## config.mk

```make
export PLATFORM = sky130hd
export DESIGN_NAME = uttr_ring_ram
export DESIGN_NICKNAME = d
export VERILOG_FILES = /design/src/rtl/uttr_pkg.sv /design/src/rtl/uttr_ring_ram.sv
export SDC_FILE = /design/constraint.sdc
export NUM_CORES = 2
export LEC_CHECK = 0
export ABC_AREA = 1
export ABC_CLOCK_PERIOD_IN_PS = 2850
export BUFFER_PORTS_ARGS = -buffer_cell sky130_fd_sc_hd__clkbuf_2
export CAP_MARGIN = 0
export CORE_MARGIN = 2
export CORE_UTILIZATION = 60
export DETAILED_ROUTE_END_ITERATION = 7
export PLACE_DENSITY_LB_ADDON = 0.25
export SLEW_MARGIN = 10
export SYNTH_ARGS = -nofsm -noshare
export SYNTH_HDL_FRONTEND = slang
export SYNTH_SLANG_ARGS = --single-unit
```

## constraint.sdc

```tcl
create_clock -name clk_i -period 2.85 [get_ports clk_i]
set_input_delay 0.4275 -clock clk_i [delete_from_list [all_inputs] [get_ports clk_i]]
set_output_delay 0.4275 -clock clk_i [all_outputs]
set_load 0.03 [all_outputs]
```

## src/rtl/uttr_pkg.sv

```systemverilog
// Package for the serial-port ring buffer engine: command and register codes,
// fixed field widths and the per-transaction result record. No dependencies.
package uttr_pkg;

  localparam int unsigned ByteW   = 8;
  localparam int unsigned LenW    = 9;
  localparam int unsigned ThrW    = 9;
  localparam int unsigned CmdW    = 2;
  localparam int unsigned CfgIdxW = 1;
  localparam int unsigned CfgW    = 9;
  localparam int unsigned OutW    = 56;

  localparam logic [ThrW-1:0] BurstThrReset = 9'd16;

  typedef enum logic [CmdW-1:0] {
    CMD_PUSH    = 2'd0,
    CMD_POP     = 2'd1,
    CMD_RX_BYTE = 2'd2,
    CMD_TX_DONE = 2'd3
  } uttr_cmd_e;

  typedef enum logic [CfgIdxW-1:0] {
    CFG_BURST_EN  = 1'b0,
    CFG_BURST_THR = 1'b1
  } uttr_cfg_e;

  // Result fields known right after the pointer update; ring bytes come from
  // the registered read ports of the memories in the next cycle.
  typedef struct packed {
    logic             push_accepted;
    logic             rx_valid;
    logic             rx_overrun;
    logic             tx_issue;
    logic [ByteW-1:0] tx_start;
    logic [LenW-1:0]  tx_length;
    logic             tx_busy;
    logic [ByteW-1:0] rx_fill;
    logic [ByteW-1:0] tx_pending;
  } uttr_meta_t;

endpackage

```

## src/rtl/uttr_ring_ram.sv

```systemverilog
// Byte ring storage: one write port, one read port with registered data.
// A read of the slot written in the same cycle returns the new byte. Uses uttr_pkg.
module uttr_ring_ram
  import uttr_pkg::*;
#(
  parameter int unsigned DEPTH = 256
) (
  input  logic                     clk_i,
  input  logic                     we_i,
  input  logic [$clog2(DEPTH)-1:0] waddr_i,
  input  logic [ByteW-1:0]         wdata_i,
  input  logic                     re_i,
  input  logic [$clog2(DEPTH)-1:0] raddr_i,
  output logic [ByteW-1:0]         rdata_o
);

  logic [ByteW-1:0] mem [DEPTH];
  logic [ByteW-1:0] rdata_q;

  always_ff @(posedge clk_i) begin
    if (we_i) begin
      mem[waddr_i] <= wdata_i;
    end
  end

  always_ff @(posedge clk_i) begin
    if (re_i) begin
      // forward a same-cycle write to the read port
      rdata_q <= (we_i && (waddr_i == raddr_i)) ? wdata_i : mem[raddr_i];
    end
  end

  assign rdata_o = rdata_q;

endmodule

```

## After elaboration in Yosys (flattened, before gate mapping)

Memories as Yosys holds them, arrays and structs flattened. A register that Yosys moved wholly into a read port is not among the register bits.
Index checks and enable logic that the tools add are counted.
W data, S select, Z words.

| operators by class | value |
|---|---|
| muxes and demuxes | 2 |

Operators with widths:

| kind | number |
|---|---|
| $mux W1 | 2 |

| storage, ports and cells | value |
|---|---|
| output and inout port bits | 8 |
| logic and storage cells | 3 |
| RAM bits | 2048 |
| memories kept | 1 |
| flip-flop bits (word level) | 0 |
| input bits | 27 |

Memory list:

| name | depth | bits a word | read ports | clocked after Yosys merged registers in | write ports | RTL line | RTL |
|---|---|---|---|---|---|---|---|
| mem | 256 | 8 | 1 | 1 | 1 | uttr_ring_ram.sv:17 | `logic [ByteW-1:0] mem [DEPTH];` |

## Longest topological paths before layout

| depth | value |
|---|---|
| word-level depth | 2 |
| mapped depth | 16 |
| depth with buffers taken out | 13 |

## Worst setup path before layout

Ideal clock, no wire load.

| timing path | value |
|---|---|
| path kind | input port to flip-flop |
| start point | input we_i |
| end point | memory mem[150][0], enable pin |
| path slack | 939 ps |
| library setup time | 370 ps |
| path buffers | 2 |
| data arrival time | 1541 ps |
| stages | 4 |
| data required time | 2480 ps |
| cell sequence | clkbuf_1 nand3_1 clkbuf_1 nor2_1 |

| between the ends | value |
|---|---|
| longest elaborated chain between the ends | 2 |

RTL lines:

| element | RTL line | RTL |
|---|---|---|
| start: declaration | uttr_ring_ram.sv:9 | `input logic we_i,` |
| $mux W1 | uttr_ring_ram.sv:21 | `if (we_i) begin` |
| $mux W1 (not written as such) | uttr_ring_ram.sv:22 | `mem[waddr_i] <= wdata_i;` |
| end: declaration | uttr_ring_ram.sv:17 |  |

Every way passes these cells.

## Final worst setup path

| timing path | value |
|---|---|
| start point | register rdata_q[0], in the netlist rdata_o[0], read port of mem |
| end point | output rdata_o[0] |

RTL lines:

| element | RTL line | RTL |
|---|---|---|
| start: declaration | uttr_ring_ram.sv:18 | `logic [ByteW-1:0] rdata_q;` |
| end: declaration | uttr_ring_ram.sv:14 | `output logic [ByteW-1:0] rdata_o` |

No word-level cell between the ends.

==> metrics.csv <==
stage,metric,value,unit
clock_network,root_buffer,clkbuf_16,
critical_path,arrival,1.73,ns
detailed_routing,vias,56700,
sta,finClkSkew,0.0247,ns
final_layout,fin_nets,7273,
detailed_routing,first_pass_iters,8,
power,swShare,0.222,
clock_network,cts-buffers-inserted,198,
min_path,hold_start,wdata_i[4],
critical_path,crit_chain,clkbuf_2,
global_route,antenna_found_initial,10,
min_path,worstHoldPathCells,1,
power,pwr-share-comb,0.064,
global_route,grt_overflow_total,0,
sta,fin_setup_tns,0,ns
final_layout,drive_gt1_frac,0.102,
floorplan,die_w,377,um
critical_path,crit_fanout,1,
yosys,ys_ff_latch,2056,
detailed_routing,ant_nets,0,
yosys,syn_nets,7074,
global_route,grt_max_degree,120,
critical_path,path_class,reg -> out,
detailed_routing,route.detailed.drc,0,
sta,final.setup.worst_slack,0.693,ns
place,numPortBuffers,34,
yosys,syn_inst,7047,
yosys,synth.cell_area,83500,um^2
sta,slew_headroom,0.342,
global_route,grt_pass1_wl,336000,um
critical_path,cp_slowest_stage_delay,0.60,ns
clock_network,htree_levels,4,
sta,fmax,0.464,GHz
run_status,outcome,finished clean,
floorplan,row_count,136,
clock_network,tritoncts,yes,
power,power_density,664,nW/um^2
floorplan,die-area,142000,um^2
floorplan,coreArea,138000,um^2
power,ir_drop,663,uV
floorplan,ioPinCount,35,
place,gp_congestion,0.965,
min_path,hold_path_class,in -> reg,
min_path,hold_end,mem[205][4]$_DFFE_PP_,
clock_network,clk_pin_slew,0.06,ns
yosys,syn_area_per_cell,11.9,um^2
critical_path,critPathRequiredTime,2.42,ns
sta,period_share,0.757,
critical_path,path_buf_inv,1,
detailed_routing,vias_per_cell,6.16,
sta,rsz0062_at_grt,false,
sta,slew_violations,0,
clock_network,clock_latency,0.83,ns
global_route,grt_pass1_vias,54300,
critical_path,reg2reg_depth,10,
sta,setup_violations,0,
place,dpl_cell_area,88300,um^2
critical_path,critical_path.top_delay_family,flip-flops,
power,switching_power,14.0,mW
detailed_routing,wire_per_inst,24.4,um
place,dpl.hpwl,133000,um
final_layout,layout_commonest_cell,nand2_1,
critical_path,r2r_end,rdata_o[5]$_DFFE_PP_,
final_layout,final_cell_area,94600,um^2
critical_path,r2r_start,mem[179][5]$_DFFE_PP_,
final_layout,final_cell_mix,"nand2_1 (2124), edfxtp_1 (2056), nand3_1 (2031)",
clock_network,cts.path.max_buffers,3,
critical_path,cp-start-kind,flip-flop,
global_route,track_usage,0.317,
power,p_int,48.8,mW
power,clkPwrFrac,0.404,
sta,hold_viol_final,0,
critical_path,cp-end-kind,output port,
power,p_seq_frac,0.531,
final_layout,synthToLayoutAreaGrowth,13.3,%
sta,fin_crit,2.16,ns
critical_path,path_depth,1,
critical_path,reg2reg_slack,0.72,ns
yosys,yosysSeqAreaShare,0.739,
yosys,ys.warnings.count,0,
floorplan,die_height,377,um
detailed_routing,drtIter0Drc,8121,
flow_run,cap_violations,0,
clock_network,cts-resized-gates,0,
clock_network,numClockSinks,2056,
detailed_routing,wirelength,224000,um
power,p_leak,33.6,nW
sta,hold_slack,0.0556,ns
floorplan,initial_core_util,0.606,
place,pre_cts_ws,0.0288,ns
yosys,synth.distinct_cells,23,
sta,worst_slew_pin_slew,0.985,ns
critical_path,slowest_stage,edfxtp_1,
## metrics by stage
| step | std cells | utilization | power [mW] |
|---|---|---|---|
| global placement | 8836 | 0.641 | 37.9 |
| global route | 9200 | 0.687 | 64.4 |
| detailed placement | 8836 | 0.641 | 38.0 |
| finish | 9204 | 0.687 | 62.8 |
| floorplan | 7047 | - | 36.1 |
| CTS | 9199 | 0.686 | 62.9 |
## power groups by stage
stage / Combinational [mW] / Sequential [mW] / Clock (mW)
6_report: 4.04 / 33.4 / 25.4
5_1_grt: 4.31 / 33.4 / 26.8
4_1_cts: 3.97 / 33.4 / 25.6
3_5_place_dp: 3.94 / 34.0 / 0
3_3_place_gp: 3.88 / 34.0 / 0
2_1_floorplan: 2.05 / 34.0 / 0
## cell families after synthesis
group	after synthesis	synth area share
AO/OA/AOI/OAI	1	0.0000598
XOR/XNOR	2	0.000210
buffers and inverters	527	0.0293
flip-flops	2056	0.739
AND/OR/NAND/NOR	4461	0.231
## state kept, by name (all words and copies together) (netlist names)
| register | count |
|---|---|
| mem | 2048 |
| rdata_o | 8 |
## Yosys cell counts
cell type / n / share of area
nand4_1: 2 / 0.00015
nor4_2: 1 / 0.00015
nor3_1: 1 / 0.000060
xor2_1: 2 / 0.00021
buf_4: 14 / 0.0013
nand3_1: 2031 / 0.12
buf_6: 6 / 0.00081
nor4_1: 1 / 0.000075
nor4b_1: 1 / 0.00010
clkinv_1: 1 / 0.000045
inv_1: 39 / 0.0018
buf_2: 297 / 0.018
inv_2: 2 / 0.000090
buf_1: 55 / 0.0025
nand4_2: 1 / 0.00015
inv_4: 1 / 0.000075
o21ai_0: 1 / 0.000060
nor2_1: 297 / 0.013
nand2_1: 2124 / 0.095
nor3b_1: 1 / 0.000090
nor3b_4: 1 / 0.00022
clkbuf_1: 112 / 0.0050
edfxtp_1: 2056 / 0.74
## worst max-delay path by stage
| stage | startpoint | endpoint | slack (ns) |
|---|---|---|---|
| floorplan | we_i | mem[150][0]$_DFFE_PP_ | 0.94 |
| CTS | rdata_o[6]$_DFFE_PP_ | rdata_o[6] | 0.72 |
| finish | rdata_o[0]$_DFFE_PP_ | rdata_o[0] | 0.69 |
| detailed placement | raddr_i[0] | rdata_o[3]$_DFFE_PP_ | 0.03 |
| global route | raddr_i[0] | rdata_o[3]$_DFFE_PP_ | 0.66 |
| global placement | raddr_i[0] | rdata_o[2]$_DFFE_PP_ | 0.07 |
## cell type report
class	instances	area, um^2
timing repair buffer	483	4840
sequential	2056	61700
clock buffer	240	5220
inverter	43	195
antenna	5	12.5
fill	9474	43200
multi-input combinational	4464	19400
tap	1794	2240
clock inverter	119	1020
## layer usage
layer	vias up	GRT usage	share of wire
met5	-	0	0.00029
met4	10	0.126	0.039
met3	500	0.0696	0.11
met2	3382	0.492	0.47
met1	27400	0.441	0.38
li1	25400	-	-
## what timing repair did
item                      CTS  global route
hold buffers                4             0
buffers inserted            0             0
hold endpoints to repair   94             0
Note: power is estimated with default switching activity, not from simulation.
