`src/rtl/uttr_pkg.sv`:
```
// Package for the serial-port ring buffer engine: command and register codes,
// fixed field widths and the per-transaction result record. No dependencies.
package uttr_pkg;

  localparam int unsigned ByteW   = 8;
  localparam int unsigned LenW    = 9;
  localparam int unsigned ThrW    = 9;
  localparam int unsigned CmdW    = 2;
  localparam int unsigned CfgIdxW = 1;
  localparam int unsigned CfgW    = 9;
  localparam int unsigned OutW    = 56;

  localparam logic [ThrW-1:0] BurstThrReset = 9'd16;

  typedef enum logic [CmdW-1:0] {
    CMD_PUSH    = 2'd0,
    CMD_POP     = 2'd1,
    CMD_RX_BYTE = 2'd2,
    CMD_TX_DONE = 2'd3
  } uttr_cmd_e;

  typedef enum logic [CfgIdxW-1:0] {
    CFG_BURST_EN  = 1'b0,
    CFG_BURST_THR = 1'b1
  } uttr_cfg_e;

  // Result fields known right after the pointer update; ring bytes come from
  // the registered read ports of the memories in the next cycle.
  typedef struct packed {
    logic             push_accepted;
    logic             rx_valid;
    logic             rx_overrun;
    logic             tx_issue;
    logic [ByteW-1:0] tx_start;
    logic [LenW-1:0]  tx_length;
    logic             tx_busy;
    logic [ByteW-1:0] rx_fill;
    logic [ByteW-1:0] tx_pending;
  } uttr_meta_t;

endpackage

```
`src/rtl/uttr_ctrl.sv`:
```
// Ring pointer control: decodes a command, updates head/tail pointers and the
// transmit state, and issues ring memory accesses. Uses uttr_pkg.
module uttr_ctrl
  import uttr_pkg::*;
#(
  parameter int unsigned TX_DEPTH = 256,
  parameter int unsigned RX_DEPTH = 256
) (
  input  logic                        clk_i,
  input  logic                        rst_ni,
  input  logic                        cfg_we_i,
  input  logic [CfgIdxW-1:0]          cfg_addr_i,
  input  logic [CfgW-1:0]             cfg_wdata_i,
  input  logic                        fire_i,
  input  logic [CmdW-1:0]             cmd_i,
  output uttr_meta_t                  meta_o,
  output logic                        tx_we_o,
  output logic [$clog2(TX_DEPTH)-1:0] tx_waddr_o,
  output logic                        tx_re_o,
  output logic [$clog2(TX_DEPTH)-1:0] tx_raddr_o,
  output logic                        rx_we_o,
  output logic [$clog2(RX_DEPTH)-1:0] rx_waddr_o,
  output logic                        rx_re_o,
  output logic [$clog2(RX_DEPTH)-1:0] rx_raddr_o
);

  localparam int unsigned TXW  = $clog2(TX_DEPTH);
  localparam int unsigned RXW  = $clog2(RX_DEPTH);
  localparam int unsigned CMPW = (TXW > ThrW) ? TXW : ThrW;
  localparam logic [TXW-1:0] TxLast = TXW'(TX_DEPTH - 1);
  localparam logic [RXW-1:0] RxLast = RXW'(RX_DEPTH - 1);
  localparam logic [TXW:0]   TxSize = (TXW + 1)'(TX_DEPTH);
  localparam logic [RXW:0]   RxSize = (RXW + 1)'(RX_DEPTH);

  function automatic logic [TXW-1:0] tx_inc(input logic [TXW-1:0] p);
    return (p == TxLast) ? '0 : p + 1'b1;
  endfunction

  function automatic logic [RXW-1:0] rx_inc(input logic [RXW-1:0] p);
    return (p == RxLast) ? '0 : p + 1'b1;
  endfunction

  function automatic logic [TXW-1:0] tx_cnt(input logic [TXW-1:0] h, input logic [TXW-1:0] t);
    logic [TXW:0] s;
    s = (h >= t) ? ({1'b0, h} - {1'b0, t}) : ({1'b0, h} + TxSize - {1'b0, t});
    return s[TXW-1:0];
  endfunction

  function automatic logic [RXW-1:0] rx_cnt(input logic [RXW-1:0] h, input logic [RXW-1:0] t);
    logic [RXW:0] s;
    s = (h >= t) ? ({1'b0, h} - {1'b0, t}) : ({1'b0, h} + RxSize - {1'b0, t});
    return s[RXW-1:0];
  endfunction

  logic [TXW-1:0]  tx_head_q, tx_head_d, tx_tail_q, tx_tail_d;
  logic [TXW-1:0]  tx_next_tail_q, tx_next_tail_d;
  logic            tx_active_q, tx_active_d;
  logic [RXW-1:0]  rx_head_q, rx_head_d, rx_tail_q, rx_tail_d;
  logic            burst_en_q;
  logic [ThrW-1:0] burst_thr_q;

  uttr_cmd_e       cmd;
  logic            push_ok, do_launch, issue, burst;
  logic [TXW-1:0]  l_tail, l_pend, l_next;
  logic [TXW:0]    l_len;

  assign cmd = uttr_cmd_e'(cmd_i);

  always_comb begin
    tx_head_d      = tx_head_q;
    tx_tail_d      = tx_tail_q;
    tx_active_d    = tx_active_q;
    rx_head_d      = rx_head_q;
    rx_tail_d      = rx_tail_q;
    push_ok        = 1'b0;
    do_launch      = 1'b0;
    l_tail         = tx_tail_q;
    meta_o         = '0;
    tx_we_o        = 1'b0;
    rx_we_o        = 1'b0;
    rx_re_o        = 1'b0;

    unique case (cmd)
      CMD_PUSH: begin
        push_ok   = (tx_cnt(tx_head_q, tx_tail_q) != TxLast);
        tx_we_o   = fire_i && push_ok;
        if (push_ok) begin
          tx_head_d = tx_inc(tx_head_q);
        end
        do_launch = !tx_active_q;
      end
      CMD_POP: begin
        if (rx_head_q != rx_tail_q) begin
          meta_o.rx_valid = 1'b1;
          rx_re_o         = fire_i;
          rx_tail_d       = rx_inc(rx_tail_q);
        end
      end
      CMD_RX_BYTE: begin
        rx_we_o   = fire_i;
        rx_head_d = rx_inc(rx_head_q);
        // full ring: drop the oldest byte
        if (rx_inc(rx_head_q) == rx_tail_q) begin
          rx_tail_d         = rx_inc(rx_tail_q);
          meta_o.rx_overrun = 1'b1;
        end
      end
      CMD_TX_DONE: begin
        if (tx_active_q) begin
          tx_tail_d = tx_next_tail_q;
          l_tail    = tx_next_tail_q;
          if (tx_next_tail_q == tx_head_q) begin
            tx_active_d = 1'b0;
          end else begin
            do_launch = 1'b1;
          end
        end
      end
      default: ;
    endcase

    // transfer start from l_tail: one byte, or in burst mode up to the updated head or the wrap point
    l_pend = tx_cnt(tx_head_d, l_tail);
    issue  = do_launch && (l_pend != '0);
    burst  = burst_en_q && (CMPW'(l_pend) >= CMPW'(burst_thr_q));
    if (!burst) begin
      l_len  = (TXW + 1)'(1);
      l_next = tx_inc(l_tail);
    end else if (tx_head_d < l_tail) begin
      l_len  = TxSize - {1'b0, l_tail};
      l_next = '0;
    end else begin
      l_len  = {1'b0, tx_head_d} - {1'b0, l_tail};
      l_next = tx_head_d;
    end
    tx_next_tail_d = issue ? l_next : tx_next_tail_q;
    if (issue) begin
      tx_active_d      = 1'b1;
      meta_o.tx_issue  = 1'b1;
      meta_o.tx_start  = ByteW'(l_tail);
      meta_o.tx_length = LenW'(l_len);
    end

    meta_o.push_accepted = push_ok;
    meta_o.tx_busy       = tx_active_d;
    meta_o.rx_fill       = ByteW'(rx_cnt(rx_head_d, rx_tail_d));
    meta_o.tx_pending    = ByteW'(tx_cnt(tx_head_d, tx_tail_d));
  end

  assign tx_waddr_o = tx_head_q;
  assign tx_re_o    = fire_i && issue;
  assign tx_raddr_o = l_tail;
  assign rx_waddr_o = rx_head_q;
  assign rx_raddr_o = rx_tail_q;

  always_ff @(posedge clk_i or negedge rst_ni) begin
    if (!rst_ni) begin
      tx_head_q      <= '0;
      tx_tail_q      <= '0;
      tx_next_tail_q <= '0;
      tx_active_q    <= 1'b0;
      rx_head_q      <= '0;
      rx_tail_q      <= '0;
    end else if (fire_i) begin
      tx_head_q      <= tx_head_d;
      tx_tail_q      <= tx_tail_d;
      tx_next_tail_q <= tx_next_tail_d;
      tx_active_q    <= tx_active_d;
      rx_head_q      <= rx_head_d;
      rx_tail_q      <= rx_tail_d;
    end
  end

  always_ff @(posedge clk_i or negedge rst_ni) begin
    if (!rst_ni) begin
      burst_en_q  <= 1'b0;
      burst_thr_q <= BurstThrReset;
    end else if (cfg_we_i) begin
      unique case (uttr_cfg_e'(cfg_addr_i))
        CFG_BURST_EN:  burst_en_q  <= cfg_wdata_i[0];
        CFG_BURST_THR: burst_thr_q <= cfg_wdata_i[ThrW-1:0];
        default: ;
      endcase
    end
  end

endmodule

```
`config.mk`:
```
export PLATFORM = sky130hd
export DESIGN_NAME = uttr_ctrl
export DESIGN_NICKNAME = d
export VERILOG_FILES = /design/src/rtl/uttr_pkg.sv /design/src/rtl/uttr_ctrl.sv
export SDC_FILE = /design/constraint.sdc
export NUM_CORES = 1
export LEC_CHECK = 0
export ABC_AREA = 1
export BUFFER_PORTS_ARGS = -buffer_cell sky130_fd_sc_hd__buf_4
export CORE_ASPECT_RATIO = 0.6
export CORE_UTILIZATION = 45
export DETAILED_ROUTE_END_ITERATION = 10
export MAX_ROUTING_LAYER = met4
export PLACE_DENSITY = 0.75
export SLEW_MARGIN = 30
export SYNTH_ARGS = -nofsm -noshare
export SYNTH_HDL_FRONTEND = slang
export SYNTH_SLANG_ARGS = --single-unit
```
`constraint.sdc`:
```
create_clock -name clk_i -period 6.3 [get_ports clk_i]
set_clock_uncertainty 0.2 [all_clocks]
set_input_delay 0.63 -clock clk_i [delete_from_list [all_inputs] [get_ports clk_i]]
set_output_delay 0.63 -clock clk_i [all_outputs]
set_load 0.01 [all_outputs]
```
After elaboration in Yosys (flattened, before gate mapping). Cells that the tools add are included.

Register bits: 51. Input bits: 16. Output and inout bits: 74. Word-level logic and storage cells: 83.

Order comparisons: 5. Mux-type cells: 34. Eq/ne operators: 11. Bitwise logic cells: 1. $add $sub $neg: 14. Reductions and logical operators: 10.

Operator list (number): 8-bit 2-to-1 mux (16); 8-bit by 1-bit adder with 8-bit output (second input constant) (7); 8-bit subtractor (5); 8-bit equality test (second input constant) (4); 8-bit greater-or-equal comparator (3); 18-bit 2-to-1 mux (1); 9-bit 2-to-1 mux (2); 8-bit equality test (2); 8-bit one-hot mux with 2 select lines (1); 1-bit 2-to-1 mux (13); 8-bit by 9-bit greater-or-equal comparator with 1-bit output (1); 8-bit by 8-bit subtractor with 9-bit output (1); 9-bit by 8-bit subtractor with 9-bit output (first input constant) (1); 8-bit < comparator (1); 8-bit != test (1); 8-bit != test (second input constant) (1); 8-bit nonzero test (1); 2-bit AND reduction (3); 2-bit equality test (second input constant) (2); 1-bit logical AND (4); 2-bit by 1-bit equality test with 1-bit output (second input constant) (1); 2-bit logical NOT (1); 1-bit one-hot mux with 2 select lines (1); 1-bit logical NOT (1); 1-bit inverter (1).

Logic depth before layout (Yosys ltp).
Depth after elaboration: 13. Mapped depth: 35. Gate-level depth less buffers: 34.

Least setup slack after synthesis. Ideal clock, no wire load.

Path type: reg-to-output. From: register tx_head_q[0], in the netlist tx_waddr_o[0]. To: output meta_o[21] (netlist name). Path slack: 0.961 ns. Required time: 5.470 ns. Cell stages (with the launch flop): 34. Data arrival time: 4.509 ns. Cells stage by stage: dfrtp_1 > inv_1 > ha_1 > inv_1 > fa_1 > nand2_1 > a21oi_1 > nand4_1 > nor2_1 > nand3_1 > nand2_1 > inv_1 > buf_4 > nand2_1 > nand2_1 > nand2_1 > inv_1 > ha_1 > a21oi_1 > nand2_1 > nand3_1 > nand3_2 > xor2_1 > inv_1 > ha_1 > nand2_1 > nor2_1 > nand3b_1 > nand4_1 > nand2_1 > buf_2 > inv_1 > o211ai_1 > nor2_1.

RTL lines: start: declaration (RTL line uttr_ctrl.sv:55) `logic [TXW-1:0] tx_head_q, tx_head_d, tx_tail_q, tx_tail_d;`; start signal: assignment (RTL line uttr_ctrl.sv:165) `tx_head_q <= tx_head_d;`; end: declaration (RTL line uttr_ctrl.sv:16) `output uttr_meta_t meta_o,`.

==> metrics.txt <==
TritonCTS clock tree yes; height of the die 85.8 µm; largest area contributor in the netlist sky130_fd_sc_hd__dfrtp_1; vias in the first global route 4604; number of cells in the design after placement 1030; Die ar. 12200 µm²; All-Layer GR Usage 26.8%; number of slew-limit violations in the final report 0; number of iterations in the first detailed-routing pass 5; Max Fanout on Critical Path 8; root buf cell sky130_fd_sc_hd__clkbuf_16; Post-synth ARST share 100%; worst-margin pin slew 0.836 ns; number of input and output port buffers inserted 89; GR Overflow Total 0; clock slew at reported path FFs 0.07 ns; Static Leak 0.00330 µW; initial antenna violation count 0; number of vias per cell 5.29; post-synthesis cell count 804; total inserted antenna cells 0; top cells by instance count after synthesis sky130_fd_sc_hd__nand2_1, sky130_fd_sc_hd__inv_1, sky130_fd_sc_hd__o21ai_0, sky130_fd_sc_hd__nor2_1, sky130_fd_sc_hd__nand3_1; number of synthesized register bits 51; share of the clock period used by the worst path 95.0%; overall routed net length 15700 µm; clock latency reported for the late side of the worst-skew pair 0.30 ns; number of placed I/O pins 90; Final Critical Period 5.99 ns; routed wire length per instance 15.1 µm; nets in the synthesized netlist 862; via count of the routed design 5528; worst rel slew slack 44.1%; TritonCTS buffer count 5; H-tree Lvls 2; hold buffer count at CTS 0; leading cell type by number of instances after synthesis sky130_fd_sc_hd__nand2_1; largest net degree at the start of global routing 52; count of maximum capacitance violations 0; area growth from synthesis to layout 19.5%; min-delay worst type in -> async; ratio of cells with drive above 1 in the final layout 19.3%; Cell variety after synth 47; kind of critical path reg -> out; outcome completed; number of synthesized flops with an enable pin 0; number of hold violations in the final report 0; hold slack 0.168 ns; effective utilization at floorplan 46.5%; sort of element at the start of the critical path flop; final HPWL from detailed placement 12300 µm; number of cells on the worst reg-to-reg path 32; synthesized area per cell 6.55 µm²; Layout Nets 942; Arr. time, crit path 5.16 ns; horizontal extent of the die 142 µm; CTS max path bufs 2; Worst VDD drop 0.240 mV; area of the mapped netlist 5270 µm²; peak clock frequency supported by timing 0.167 GHz; sequential fraction of the synthesis area 24.2%; Critical Path Sink Type primary output; DRC violation count after routing 0; clock sinks 51; DR iter-0 viols 512; required time of the worst setup path 5.47 ns; wire length of the first global-routing pass 24700 µm; cell with the largest stage delay on the worst path sky130_fd_sc_hd__fa_1; total power divided by cell area 467 nW/µm²; routability cong. 0.967; largest cells by area after synthesis sky130_fd_sc_hd__dfrtp_1, sky130_fd_sc_hd__nand2_1, sky130_fd_sc_hd__ha_1, sky130_fd_sc_hd__inv_1, sky130_fd_sc_hd__o21ai_0; final cell count without fillers 1045; endpoints failing setup 0; yosys synthesis warning count 0; placeable core region 11300 µm²; Crit path largest cell delay 0.49 ns; Primary FF master, synth sky130_fd_sc_hd__dfrtp_1; Yosys top cell area share 23.7%; number of antenna-violating nets in the routed design 0; placement row count 30
## cells in the final DEF, fill, tap and decap left out, types with 2 or more instances in the layout
cell type and n:
sky130_fd_sc_hd__a21oi_1 37, sky130_fd_sc_hd__a21oi_2 2, sky130_fd_sc_hd__a31oi_1 2, sky130_fd_sc_hd__and2_1 2, sky130_fd_sc_hd__buf_4 99, sky130_fd_sc_hd__clkbuf_16 5
sky130_fd_sc_hd__dfrtp_1 49, sky130_fd_sc_hd__fa_1 3, sky130_fd_sc_hd__ha_1 37, sky130_fd_sc_hd__inv_1 94, sky130_fd_sc_hd__inv_2 7, sky130_fd_sc_hd__nand2_1 241
sky130_fd_sc_hd__nand2_2 16, sky130_fd_sc_hd__nand3_1 54, sky130_fd_sc_hd__nand3_2 7, sky130_fd_sc_hd__nand3_4 2, sky130_fd_sc_hd__nand3b_1 2, sky130_fd_sc_hd__nand4_1 21
sky130_fd_sc_hd__nor2_1 57, sky130_fd_sc_hd__nor2_2 5, sky130_fd_sc_hd__nor2_4 2, sky130_fd_sc_hd__nor3_1 7, sky130_fd_sc_hd__nor3_2 4, sky130_fd_sc_hd__o211ai_1 3
sky130_fd_sc_hd__o21ai_0 60, sky130_fd_sc_hd__o21ai_1 5, sky130_fd_sc_hd__o21ai_2 4, sky130_fd_sc_hd__o21ai_4 2, sky130_fd_sc_hd__o31ai_1 2, sky130_fd_sc_hd__or2_2 2
sky130_fd_sc_hd__xnor2_1 14, sky130_fd_sc_hd__xor2_1 18, sky130_fd_sc_hd__xor2_2 2
## critical path, delay by kind of cell, from the launching register on
kind,cells,cell delay (ns)
xor gates and xnor gates,1,0.22
and+or+nand+nor,15,1.67
adders and majority gates,4,1.22
buffers and inverters,7,0.98
DFF,1,0.45
AOI/OAI and AO/OA,2,0.31
## cell families (layout without fill, tap and decap cells)
group / Yosys count / count (layout) / share of synthesized area, %
fa+ha+maj: 42 / 42 / 10.4
xor+xnor: 34 / 34 / 5.65
flops: 51 / 51 / 24.2
simple gates: 427 / 427 / 36.8
compound gates: 122 / 122 / 13.0
buf+inv: 128 / 209 / 9.95
## metrics by stage
step	utilization, %	power, µW	area (µm²)	setup TNS [ns]	setup slack [ns]
finish	55.6	2940	6300	0	0.313
global route	55.6	3190	6300	-0.0230	-0.0157
CTS	54.6	2850	6190	0	0.136
detailed placement	53.1	2520	6020	0	0.500
global placement	53.1	2510	6020	0	0.672
floorplan	-	1840	5270	0	0.961
## what timing repair did
action | CTS | global route
setup buffers | 0 | 7
setup endpoints to repair | 0 | 18
resized for setup | 0 | 16
## path summary, 6_finish.rpt
kind                                     end  slack, ns     startpoint
setup / recovery                  meta_o[18]       0.31  tx_waddr_o[0]
hold / removal                burst_thr_q[8]       0.17         rst_ni
max in group asynchronous      tx_waddr_o[0]       5.23         rst_ni
min in group clk_i              tx_tail_q[1]       0.29   tx_tail_q[1]
setup reg to reg           tx_next_tail_q[0]       0.57  tx_waddr_o[0]
hold reg to reg                 tx_tail_q[1]       0.29   tx_tail_q[1]
## where the power goes
part | leakage [µW] | total [µW] | internal, µW | switching [µW]
Clock | 0.0000838 | 319 | 188 | 131
Combinational | 0.00258 | 2060 | 821 | 1240
Sequential | 0.000632 | 560 | 417 | 144
## registers in the layout, indices dropped and copies added (netlist names)
signal          cells
rx_waddr_o          8
burst_thr_q         9
tx_next_tail_q      8
rx_raddr_o          8
tx_tail_q           8
burst_en_q          1
tx_active_q         1
tx_waddr_o          8
## cell type report
type	count	area [µm²]
fill	1124	5040
multi-input combinational	625	3520
sequential	51	1280
timing repair buffer	99	743
inverter	102	387
tap	160	200
clock buffer	5	125
clock inverter	3	43.8
## per-layer routing
layer  track usage [%]  routed length, µm  up-vias
met3              5.53               1570        7
met5                 -                  0        -
met2              33.0               5890      241
li1                  -                  -     2759
met1              43.6               8190     2521
met4              3.81                 93        0
Note: power is estimated with default switching activity, not from simulation.
